## src/design/y420rgb_pkg.sv

```systemverilog
// Package for the 4:2:0 block to RGB converter: widths, BT.601 fixed point coefficients,
// the pipeline stage enable struct and the channel clamp function.
// No dependencies; used by y420rgb_pixel and yuv420_block_to_rgb.
package y420rgb_pkg;

    localparam int CHAN_W    = 8;
    localparam int FRAC_BITS = 10;
    // Signed width of one scaled term (luma or chroma part) and of their sum.
    localparam int TERM_W    = 20;
    localparam int SUM_W     = 21;

    localparam logic signed [SUM_W-1:0] COEF_Y     = 21'sd1192;
    localparam logic signed [SUM_W-1:0] COEF_RV    = 21'sd1634;
    localparam logic signed [SUM_W-1:0] COEF_GV    = 21'sd833;
    localparam logic signed [SUM_W-1:0] COEF_GU    = 21'sd400;
    localparam logic signed [SUM_W-1:0] COEF_BU    = 21'sd2066;
    localparam logic signed [SUM_W-1:0] LUMA_OFS   = 21'sd16;
    localparam logic signed [SUM_W-1:0] CHROMA_OFS = 21'sd128;
    localparam logic [CHAN_W-1:0]       CHAN_MAX   = 8'd255;

    // Load enables of the four register stages, one per stage.
    typedef struct packed {
        logic s1;
        logic s2;
        logic s3;
        logic s4;
    } stage_en_t;

    // Floor the scaled sum by 2^FRAC_BITS and clamp it to the channel range.
    function automatic logic [CHAN_W-1:0] clamp_channel(input logic signed [SUM_W-1:0] sum);
        logic [CHAN_W-1:0] result;
        if (sum[SUM_W-1]) begin
            result = '0;
        end else if (|sum[SUM_W-2:FRAC_BITS+CHAN_W]) begin
            result = CHAN_MAX;
        end else begin
            result = sum[FRAC_BITS+CHAN_W-1:FRAC_BITS];
        end
        return result;
    endfunction

endpackage

```

## src/design/y420rgb_pixel.sv

```systemverilog
// One pixel lane of the converter: scaled luma, three channel sums and the clamp,
// spread over the same four register stages as the top level. Uses y420rgb_pkg.
module y420rgb_pixel (
    input  logic                                   aclk,
    input  y420rgb_pkg::stage_en_t                 en,
    input  logic [y420rgb_pkg::CHAN_W-1:0]         luma,
    input  logic signed [y420rgb_pkg::TERM_W-1:0]  rterm,
    input  logic signed [y420rgb_pkg::TERM_W-1:0]  gterm,
    input  logic signed [y420rgb_pkg::TERM_W-1:0]  bterm,
    output logic [y420rgb_pkg::CHAN_W-1:0]         red,
    output logic [y420rgb_pkg::CHAN_W-1:0]         green,
    output logic [y420rgb_pkg::CHAN_W-1:0]         blue
);

    logic signed [y420rgb_pkg::SUM_W-1:0]  luma_ext;
    logic signed [y420rgb_pkg::SUM_W-1:0]  ys_prod;
    logic signed [y420rgb_pkg::TERM_W-1:0] ys1_reg;
    logic signed [y420rgb_pkg::TERM_W-1:0] ys2_reg;
    logic signed [y420rgb_pkg::SUM_W-1:0]  ys_ext;
    logic signed [y420rgb_pkg::SUM_W-1:0]  r_sum_next;
    logic signed [y420rgb_pkg::SUM_W-1:0]  g_sum_next;
    logic signed [y420rgb_pkg::SUM_W-1:0]  b_sum_next;
    logic signed [y420rgb_pkg::SUM_W-1:0]  r_sum_reg;
    logic signed [y420rgb_pkg::SUM_W-1:0]  g_sum_reg;
    logic signed [y420rgb_pkg::SUM_W-1:0]  b_sum_reg;
    logic [y420rgb_pkg::CHAN_W-1:0]        red_reg;
    logic [y420rgb_pkg::CHAN_W-1:0]        green_reg;
    logic [y420rgb_pkg::CHAN_W-1:0]        blue_reg;

    assign luma_ext = $signed({{(y420rgb_pkg::SUM_W-y420rgb_pkg::CHAN_W){1'b0}}, luma})
                      - y420rgb_pkg::LUMA_OFS;
    assign ys_prod  = y420rgb_pkg::COEF_Y * luma_ext;
    assign ys_ext   = {ys2_reg[y420rgb_pkg::TERM_W-1], ys2_reg};

    assign r_sum_next = ys_ext + {rterm[y420rgb_pkg::TERM_W-1], rterm};
    assign g_sum_next = ys_ext + {gterm[y420rgb_pkg::TERM_W-1], gterm};
    assign b_sum_next = ys_ext + {bterm[y420rgb_pkg::TERM_W-1], bterm};

    // Payload registers only; the valid bits live in the top level.
    always_ff @(posedge aclk) begin
        if (en.s1) begin
            ys1_reg <= ys_prod[y420rgb_pkg::TERM_W-1:0];
        end
        if (en.s2) begin
            ys2_reg <= ys1_reg;
        end
        if (en.s3) begin
            r_sum_reg <= r_sum_next;
            g_sum_reg <= g_sum_next;
            b_sum_reg <= b_sum_next;
        end
        if (en.s4) begin
            red_reg   <= y420rgb_pkg::clamp_channel(r_sum_reg);
            green_reg <= y420rgb_pkg::clamp_channel(g_sum_reg);
            blue_reg  <= y420rgb_pkg::clamp_channel(b_sum_reg);
        end
    end

    assign red   = red_reg;
    assign green = green_reg;
    assign blue  = blue_reg;

endmodule

```

## src/design/yuv420_block_to_rgb.sv

```systemverilog
// Top level of the 4:2:0 2x2 block to RGB converter (BT.601 video range, fixed point).
// Depends on y420rgb_pkg and on y420rgb_pixel, one instance per pixel of the block.
//
//  Channel | Direction | Handshake          | Payload
//  --------+-----------+--------------------+----------------------------------------------
//  s_      | in        | s_valid / s_ready  | four 8-bit luma samples, shared Cb and Cr
//  m_      | out       | m_valid / m_ready  | 8-bit red, green, blue for each of four pixels
//
// A transaction on the input channel delivers its result transaction after it has passed the
// four register stages (multiply, green chroma term, channel sums, clamp) and the output
// side is ready. One block enters in every cycle for as long as m_ready
// is high. Each stage holds its data while the stage after it is full and stalled. The ready
// chain is combinational: an empty stage anywhere keeps s_ready high and absorbs the stall,
// and once all four stages are full s_ready falls in the same cycle as m_ready, so no
// transaction is lost or repeated.
// Reset (aresetn low at a clock edge) clears only the four stage valid bits.
module yuv420_block_to_rgb (
    input  logic       aclk,
    input  logic       aresetn,

    input  logic       s_valid,
    output logic       s_ready,
    input  logic [7:0] s_y_top_left,
    input  logic [7:0] s_y_top_right,
    input  logic [7:0] s_y_bottom_left,
    input  logic [7:0] s_y_bottom_right,
    input  logic [7:0] s_chroma_blue,
    input  logic [7:0] s_chroma_red,

    output logic       m_valid,
    input  logic       m_ready,
    output logic [7:0] m_red_top_left,
    output logic [7:0] m_green_top_left,
    output logic [7:0] m_blue_top_left,
    output logic [7:0] m_red_top_right,
    output logic [7:0] m_green_top_right,
    output logic [7:0] m_blue_top_right,
    output logic [7:0] m_red_bottom_left,
    output logic [7:0] m_green_bottom_left,
    output logic [7:0] m_blue_bottom_left,
    output logic [7:0] m_red_bottom_right,
    output logic [7:0] m_green_bottom_right,
    output logic [7:0] m_blue_bottom_right
);

    localparam int SW = y420rgb_pkg::SUM_W;
    localparam int TW = y420rgb_pkg::TERM_W;
    localparam int CW = y420rgb_pkg::CHAN_W;

    // Stage valid bits and the ready chain. A stage may load when it is empty or when
    // the stage behind it takes its content in the same cycle.
    logic valid1_reg, valid2_reg, valid3_reg, valid4_reg;
    logic ready1, ready2, ready3, ready4;
    y420rgb_pkg::stage_en_t en;

    assign ready4 = !valid4_reg || m_ready;
    assign ready3 = !valid3_reg || ready4;
    assign ready2 = !valid2_reg || ready3;
    assign ready1 = !valid1_reg || ready2;

    // Field order of the enable struct is s1 (MSB) down to s4.
    assign en = {ready1, ready2, ready3, ready4};

    assign s_ready = ready1;
    assign m_valid = valid4_reg;

    always_ff @(posedge aclk) begin
        if (!aresetn) begin
            valid1_reg <= 1'b0;
            valid2_reg <= 1'b0;
            valid3_reg <= 1'b0;
            valid4_reg <= 1'b0;
        end else begin
            if (ready1) begin
                valid1_reg <= s_valid;
            end
            if (ready2) begin
                valid2_reg <= valid1_reg;
            end
            if (ready3) begin
                valid3_reg <= valid2_reg;
            end
            if (ready4) begin
                valid4_reg <= valid3_reg;
            end
        end
    end

    // Chroma path. Stage 1 forms the four chroma products; stage 2 combines the two
    // green products so that the sum stage sees one term per channel, aligned with luma.
    logic signed [SW-1:0] cb_ext, cr_ext;
    logic signed [SW-1:0] rterm_prod, gv_prod, gu_prod, bterm_prod;
    logic signed [TW-1:0] rterm1_reg, gv1_reg, gu1_reg, bterm1_reg;
    logic signed [TW-1:0] rterm2_reg, gterm2_reg, bterm2_reg;
    logic signed [TW:0]   gterm_next;

    assign cb_ext = $signed({{(SW-CW){1'b0}}, s_chroma_blue}) - y420rgb_pkg::CHROMA_OFS;
    assign cr_ext = $signed({{(SW-CW){1'b0}}, s_chroma_red})  - y420rgb_pkg::CHROMA_OFS;

    assign rterm_prod = y420rgb_pkg::COEF_RV * cr_ext;
    assign gv_prod    = y420rgb_pkg::COEF_GV * cr_ext;
    assign gu_prod    = y420rgb_pkg::COEF_GU * cb_ext;
    assign bterm_prod = y420rgb_pkg::COEF_BU * cb_ext;

    assign gterm_next = -({gv1_reg[TW-1], gv1_reg} + {gu1_reg[TW-1], gu1_reg});

    always_ff @(posedge aclk) begin
        if (en.s1) begin
            rterm1_reg <= rterm_prod[TW-1:0];
            gv1_reg    <= gv_prod[TW-1:0];
            gu1_reg    <= gu_prod[TW-1:0];
            bterm1_reg <= bterm_prod[TW-1:0];
        end
        if (en.s2) begin
            rterm2_reg <= rterm1_reg;
            gterm2_reg <= gterm_next[TW-1:0];
            bterm2_reg <= bterm1_reg;
        end
    end

    // Four pixel lanes share the chroma terms and the stage enables.
    y420rgb_pixel u_pix_tl (
        .aclk  (aclk),
        .en    (en),
        .luma  (s_y_top_left),
        .rterm (rterm2_reg),
        .gterm (gterm2_reg),
        .bterm (bterm2_reg),
        .red   (m_red_top_left),
        .green (m_green_top_left),
        .blue  (m_blue_top_left)
    );

    y420rgb_pixel u_pix_tr (
        .aclk  (aclk),
        .en    (en),
        .luma  (s_y_top_right),
        .rterm (rterm2_reg),
        .gterm (gterm2_reg),
        .bterm (bterm2_reg),
        .red   (m_red_top_right),
        .green (m_green_top_right),
        .blue  (m_blue_top_right)
    );

    y420rgb_pixel u_pix_bl (
        .aclk  (aclk),
        .en    (en),
        .luma  (s_y_bottom_left),
        .rterm (rterm2_reg),
        .gterm (gterm2_reg),
        .bterm (bterm2_reg),
        .red   (m_red_bottom_left),
        .green (m_green_bottom_left),
        .blue  (m_blue_bottom_left)
    );

    y420rgb_pixel u_pix_br (
        .aclk  (aclk),
        .en    (en),
        .luma  (s_y_bottom_right),
        .rterm (rterm2_reg),
        .gterm (gterm2_reg),
        .bterm (bterm2_reg),
        .red   (m_red_bottom_right),
        .green (m_green_bottom_right),
        .blue  (m_blue_bottom_right)
    );

    // With the output side ready the whole pipeline advances, so input is never refused.
    assert property (@(posedge aclk) disable iff (!aresetn) m_ready |-> s_ready)
        else $error("input refused while output side is ready");

    // Input is refused only when every stage is full and the output is stalled.
    assert property (@(posedge aclk) disable iff (!aresetn)
        !s_ready |-> (valid1_reg && valid2_reg && valid3_reg && valid4_reg && !m_ready))
        else $error("input refused with a free pipeline stage");

    // An accepted transaction always lands in the first stage.
    assert property (@(posedge aclk) disable iff (!aresetn)
        (s_valid && s_ready) |=> valid1_reg)
        else $error("accepted transaction lost at stage one");

    // A held second stage keeps its chroma terms.
    assert property (@(posedge aclk) disable iff (!aresetn)
        !ready2 |=> (valid2_reg && $stable(gterm2_reg) && $stable(rterm2_reg)))
        else $error("stalled stage two changed its content");

endmodule

```

## config.mk

```make
export PLATFORM = sky130hd
export DESIGN_NAME = yuv420_block_to_rgb
export DESIGN_NICKNAME = d
export VERILOG_FILES = /design/src/design/y420rgb_pkg.sv /design/src/design/y420rgb_pixel.sv /design/src/design/yuv420_block_to_rgb.sv
export SDC_FILE = /design/constraint.sdc
export NUM_CORES = 1
export LEC_CHECK = 0
export BUFFER_PORTS_ARGS = -buffer_cell sky130_fd_sc_hd__buf_2
export CAP_MARGIN = 0
export CORE_ASPECT_RATIO = 0.5
export CORE_MARGIN = 3
export CORE_UTILIZATION = 35
export CTS_CLUSTER_SIZE = 40
export DETAILED_ROUTE_END_ITERATION = 8
export GPL_TIMING_DRIVEN = 0
export PLACE_DENSITY = 0.52
export SYNTH_ARGS = -nofsm -noshare
export SYNTH_HDL_FRONTEND = slang
export SYNTH_HIERARCHICAL = 1
export SYNTH_SLANG_ARGS = --single-unit
```

## constraint.sdc

```tcl
create_clock -name aclk -period 8.65 [get_ports aclk]
set_input_delay 0.865 -clock aclk [delete_from_list [all_inputs] [get_ports aclk]]
set_output_delay 0.865 -clock aclk [all_outputs]
set_load 0.02 [all_outputs]
```

==> qor.csv, run 1 <==
metric,value,unit
status,completed,
r2r-start,rterm2_reg[7]$_DFFE_PP_,
cts_tree,built,
max_stage_delay,0.53,ns
max_slew_margin,0.404,
clk_pin_slew_worst_paths,0.07,ns
powerDensity,392,nW/µm²
cts.path.max_buffers,3,
grt_usage,0.154,
seq_power_share,0.350,
power_report.internal_total,0.00834,W
clkPwrFrac,0.151,
crit_top_cell,ha_1,
htreeDepth,2,
r2r_cells,7,
r2r-end,u_pix_br/r_sum_reg[18]$_DFFE_PP_,
timing.hold.ws,0.403,ns
netSwitchingPower,0.00582,W
min_from,u_pix_br/ys1_reg[12]$_DFFE_PP_,
combPwrFrac,0.500,
drt_iter0_drc,1399,
fmax,0.190,GHz
hold_violations,0,
finalCritPeriodShare,0.607,
worst_pin_slew,0.893,ns
io_pins,150,
ctsResizeCount,0,
final.setup_skew,0.0304,ns
yosysWarningCount,6,
tns,0,ns
clkLatencyLatePin,0.61,ns
drt_pass1_iterations,5,
crit_chain,buf_2 > inv_1 > ha_1 > or3b_2 > inv_1 > ha_1 > ha_1 > fa_1 > fa_1 > ha_1 > ha_1 > o21ai_0 > a21boi_0 > o21ai_0 > a21oi_1 > and4_1 > or3_1,
gp_congestion,0.880,
cts_setup_buffers,0,
crit_buf_inv,3,
die-area,95600,µm²
antenna_left,0,
end_kind,register,
tritoncts_num_sinks,484,
synthesis.nets,3409,
routedWlPerCell,17.8,µm
rows,77,
cp.required,9.00,ns
syn_inst,2711,
slew_viol_final,0,
antenna_found_initial,6,
setup_viol,0,
grt_pass1_vias,20400,
fin_nets,3613,
viasPerCell,4.98,
fillers,8526,
r2r_slack,5.77,ns
dr_total_vias,20600,
grt_max_degree,91,
hold_path_depth,0,
cpMaxStageDelayCell,or3b_2,
totalWireLength,73.6,mm
ir_drop,0.000198,V
grt_pass1_wl,113,mm
hold_class,register to register,
max_cap_viol_count,0,
whs_endpoint,u_pix_br/ys2_reg[12]$_DFFE_PP_,
area_growth_syn_to_layout,12.4,%
chipWidth,434,µm
critPathKind,input port to register,
cts_made_buffers,48,
crit_path_start_kind,input port,
rsz0062_at_grt,false,
cts-root-buf,clkbuf_16,
arrival,5.60,ns
min_period,5.25,ns
syn_avg_cell_area,11.8,µm²
io_buffers,149,
drive_above_1_share,0.0999,
drcViolationCount,0,
cts-hold-fix-buffers,0,
syn_area,32100,µm²
leakage,16.2,nW
critPathMaxFanout,5,
core_area,89600,µm²
p_sw_frac,0.411,
largest_reg_flops,20,
path_delay_family,adder cells,
die_h,220,µm
hpwl,59.3,mm
start_util,0.358,
grt.overflow.total,0,
[worst reg2reg max path, stage by stage, from the launching register on]
cell	delay (ns)
edfxtp_1	0.57
ha_1	0.38
a211oi_1	0.23
nor2_1	0.12
o41ai_2	0.58
a21boi_0	0.30
nor4_1	0.29
a311oi_1	0.12
[how the worst max path moves through the flow]
stage,startpoint,end,slack (ns),cells past startpoint
2_1_floorplan,s_y_bottom_left[4],u_pix_bl/ys1_reg[19]$_DFFE_PP_,3.38,16
3_3_place_gp,m_ready,s_ready,1.38,5
3_5_place_dp,s_y_bottom_left[4],u_pix_bl/ys1_reg[19]$_DFFE_PP_,2.75,17
4_1_cts,s_y_bottom_left[4],u_pix_bl/ys1_reg[19]$_DFFE_PP_,3.43,17
5_1_grt,s_y_bottom_left[4],u_pix_bl/ys1_reg[19]$_DFFE_PP_,3.11,17
6_report,s_y_bottom_left[4],u_pix_bl/ys1_reg[19]$_DFFE_PP_,3.40,17
[cells in the final DEF, fill, tap and decap left out, types with 38 or more instances in the layout]
| cell type | instances |
|---|---|
| a21o_1 | 46 |
| a21oi_1 | 160 |
| buf_2 | 149 |
| clkbuf_16 | 49 |
| edfxtp_1 | 480 |
| fa_1 | 76 |
| ha_1 | 570 |
| inv_1 | 258 |
| nand2_1 | 78 |
| nand3_1 | 44 |
| nor2_1 | 272 |
| nor3_1 | 38 |
| o21ai_0 | 75 |
| xnor2_1 | 120 |
| xor2_1 | 78 |
[cell type report]
cell class | instances | area [µm²] | share of cell area
inverter | 260 | 983 | 0.0272
clock buffer | 58 | 1300 | 0.0360
antenna | 3 | 7.51 | 0.000208
sequential | 484 | 14500 | 0.401
timing repair buffer | 154 | 883 | 0.0245
clock inverter | 30 | 300 | 0.00832
buffer | 32 | 120 | 0.00333
multi-input combinational | 1935 | 16500 | 0.458
tap | 1185 | 1480 | 0.0411
[routing by layer]
layer,global-route usage,wire length (µm)
met3,0.0261,3470
met5,0,0
met2,0.246,32700
met4,0.0410,1650
met1,0.217,35800
[stage by stage]
stage           util  total power (W)  setup WS (ns)  area, µm²  instances
4_1_cts        0.403           0.0143           3.43      36100       4138
2_1_floorplan      -          0.00993           3.38      32100       2711
6_report       0.403           0.0142           3.40      36100       4141
5_1_grt        0.403           0.0153           3.11      36100       4139
3_3_place_gp   0.383           0.0120           1.38      34300       4045
3_5_place_dp   0.385           0.0121           2.75      34500       4050
[power groups by stage]
| stage | Clock (W) | Sequential (W) | Combinational [W] |
|---|---|---|---|
| final | 0.00213 | 0.00495 | 0.00708 |
| after detailed placement | 0 | 0.00501 | 0.00705 |
| after global placement | 0 | 0.00499 | 0.00697 |
| after global routing | 0.00231 | 0.00503 | 0.00797 |
| after floorplan | 0 | 0.00486 | 0.00507 |
| after CTS | 0.00221 | 0.00497 | 0.00710 |
Power figures use the tool's default switching activity.
==> inputs of run 2 (changes only) <==
--- a/config.mk
+++ b/config.mk
@@ -13,7 +13,7 @@
 export CTS_CLUSTER_SIZE = 40
 export DETAILED_ROUTE_END_ITERATION = 8
 export GPL_TIMING_DRIVEN = 0
-export PLACE_DENSITY = 0.52
+export PLACE_DENSITY = 0.54
 export SYNTH_ARGS = -nofsm -noshare
 export SYNTH_HDL_FRONTEND = slang
 export SYNTH_HIERARCHICAL = 1
==> constraint.sdc (replaced) <==
create_clock -name aclk -period 4.26 [get_ports aclk]
set_input_delay 0.426 -clock aclk [delete_from_list [all_inputs] [get_ports aclk]]
set_output_delay 0.426 -clock aclk [all_outputs]
set_load 0.02 [all_outputs]
==> run 2 against run 1 <==
Compared with the run above:
- via count shrank 0.32%
- final cell count is 0.17% higher
- count of clock-buffer cells in the layout down 1
- sequential cell count stayed put
- critical path type unchanged
- combinational power grew 110%
==> qor.csv, run 2 (synthesis gave the netlist of run 1 again) <==
metric,value,unit,change
chipWidth,434,µm,unchanged
grt_usage,0.156,,+0.00235
critPathKind,input port to register,,
dpl_worst_slack,-0.603,ns,-3.35 ns
layout_common_cells,"ha_1, edfxtp_1, nor2_1, inv_1, a21oi_1",,
grt_max_degree,99,,+8.8%
die_h,220,µm,unchanged
start_util,0.358,,unchanged
setup_ws,0.152,ns,-3.25 ns
largest_reg_flops,20,,unchanged
fmax,0.243,GHz,
crit_buf_inv,5,,+2
status,completed,,
routedWlPerCell,17.9,µm,+0.94%
crit_top_cell,ha_4,,
end_kind,register,,
totalWireLength,74.4,mm,+1.1%
rsz0062_at_grt,true,,
core_area,89600,µm²,unchanged
finalCritPeriodShare,0.964,,
hpwl,61.3,mm,+3.4%
cts_made_buffers,48,,unchanged
cpMaxStageDelayCell,fa_1,,
htreeDepth,2,,unchanged
dr_total_vias,20600,,-0.32%
max_stage_delay,0.55,ns,+0.02 ns
drive_above_1_share,0.125,,+0.0254
cp.required,4.59,ns,-4.41 ns
powerDensity,801,nW/µm²,+100%
crit_chain,buf_2 > inv_12 > ha_4 > inv_4 > ha_4 > ha_4 > inv_2 > fa_1 > inv_1 > fa_2 > fa_1 > ha_4 > nor2b_4 > o21ai_2 > a21oi_2 > o41a_1 > and4_1 > or3_1,,
antenna_found_initial,4,,-2
final_common_cell,ha_1,,
timing.hold.ws,0.0624,ns,-0.340 ns
fin_nets,3621,,+0.22%
gp_congestion,0.876,,-0.45%
hold_violations,0,,unchanged
drt_iter0_drc,1282,,-8.4%
io_buffers,149,,unchanged
io_pins,150,,unchanged
viasPerCell,4.96,,-0.49%
cts_tree,built,,
rows,77,,unchanged
slew_viol_final,0,,unchanged
worst_pin_slew,0.694,ns,-0.200 ns
grt_pass1_vias,20100,,-1.1%
hold_class,input port to register,,
area_growth_syn_to_layout,14.5,%,
leakage,16.3,nW,+0.45%
max_cap_viol_count,0,,unchanged
clk_pin_slew_worst_paths,0.06,ns,about the same
fillers,8451,,-0.88%
clkLatencyLatePin,0.61,ns,about the same
drcViolationCount,0,,unchanged
final.setup_skew,0.0262,ns,-0.00420 ns
die-area,95600,µm²,unchanged
max_slew_margin,0.538,,+0.133
grt.overflow.total,0,,unchanged
critPathMaxFanout,4,,-1
path_delay_family,adder cells,,
ir_drop,0.000337,V,+71%
antenna_left,0,,unchanged
cts.path.max_buffers,3,,unchanged
cts-root-buf,clkbuf_16,,
drt_pass1_iterations,7,,+2
power,0.0295,W,+110%
tritoncts_num_sinks,484,,unchanged
crit_path_start_kind,input port,,
grt_pass1_wl,115,mm,+1.7%
arrival,4.44,ns,-1.16 ns
min_period,4.11,ns,
setup_viol,0,,unchanged
==> run 2: changes by cell type in the layout (fill, tap and decap cells not counted), moves of 6 or more <==
| cell | before | now |
|---|---|---|
| ha_1 | 570 | 542 |
| ha_4 | 0 | 26 |
| inv_1 | 258 | 243 |
| inv_4 | 1 | 11 |
| buf_4 | 0 | 8 |
| o21ai_0 | 75 | 68 |
| bufinv_16 | 4 | 10 |
==> run 2: per-stage QoR <==
| step | utilization | TNS [ns] | area, µm² | std cells |
|---|---|---|---|---|
| 6_report | 0.410 | 0 | 36800 | 4148 |
| 5_1_grt | 0.410 | -0.00817 | 36800 | 4147 |
| 3_5_place_dp | 0.390 | -8.13 | 34900 | 4050 |
| 2_1_floorplan | - | -0.134 | 32500 | 2711 |
| 4_1_cts | 0.409 | 0 | 36600 | 4139 |
| 3_3_place_gp | 0.388 | -222.29 | 34800 | 4045 |
==> run 2: path summary, 6_finish.rpt <==
path	start	to	slack, ns	cells past startpoint
setup / recovery	s_y_top_right[4]	u_pix_tr/ys1_reg[19]$_DFFE_PP_	0.15	18
hold / removal	s_y_bottom_left[0]	u_pix_bl/ys1_reg[3]$_DFFE_PP_	0.06	1
setup reg to reg	gterm2_reg[9]$_DFFE_PP_	u_pix_br/g_sum_reg[15]$_DFFE_PP_	1.42	7
hold reg to reg	u_pix_br/ys1_reg[18]$_DFFE_PP_	u_pix_br/ys2_reg[18]$_DFFE_PP_	0.41	0
==> run 2: repair_timing <==
action,4_1_cts,5_1_grt
resized for setup,0,13
endpoints found under the hold margin,0,0
hold buffers,0,0
buffers inserted,0,8
setup endpoints to repair,0,8
==> run 2: layout make-up <==
cell class | count | area [µm²] | share of cell area
clock inverters | 32 | 465 | 0.0127
plain buffers | 32 | 121 | 0.00330
diodes | 1 | 2.50 | 0.0000680
well taps | 1185 | 1480 | 0.0403
flip-flops and latches | 484 | 14500 | 0.394
multi-input cells | 1935 | 17000 | 0.462
clock buffers | 57 | 1250 | 0.0341
repair buffers | 162 | 943 | 0.0257
inverters | 260 | 1020 | 0.0277
==> run 2: routing by layer <==
metal | track usage | routed length (µm) | up-vias
met1 | 0.221 | 36500 | 9843
met5 | 0 | 18 | -
li1 | - | - | 10300
met3 | 0.0301 | 3420 | 81
met2 | 0.249 | 33200 | 317
met4 | 0.0351 | 1340 | 2
==> run 2: where the power goes <==
| part | internal (W) | switching [W] | leakage (nW) |
|---|---|---|---|
| clock | 0.00274 | 0.00187 | 0.826 |
| combinational | 0.00618 | 0.00854 | 10.3 |
| sequential | 0.00853 | 0.00160 | 5.13 |
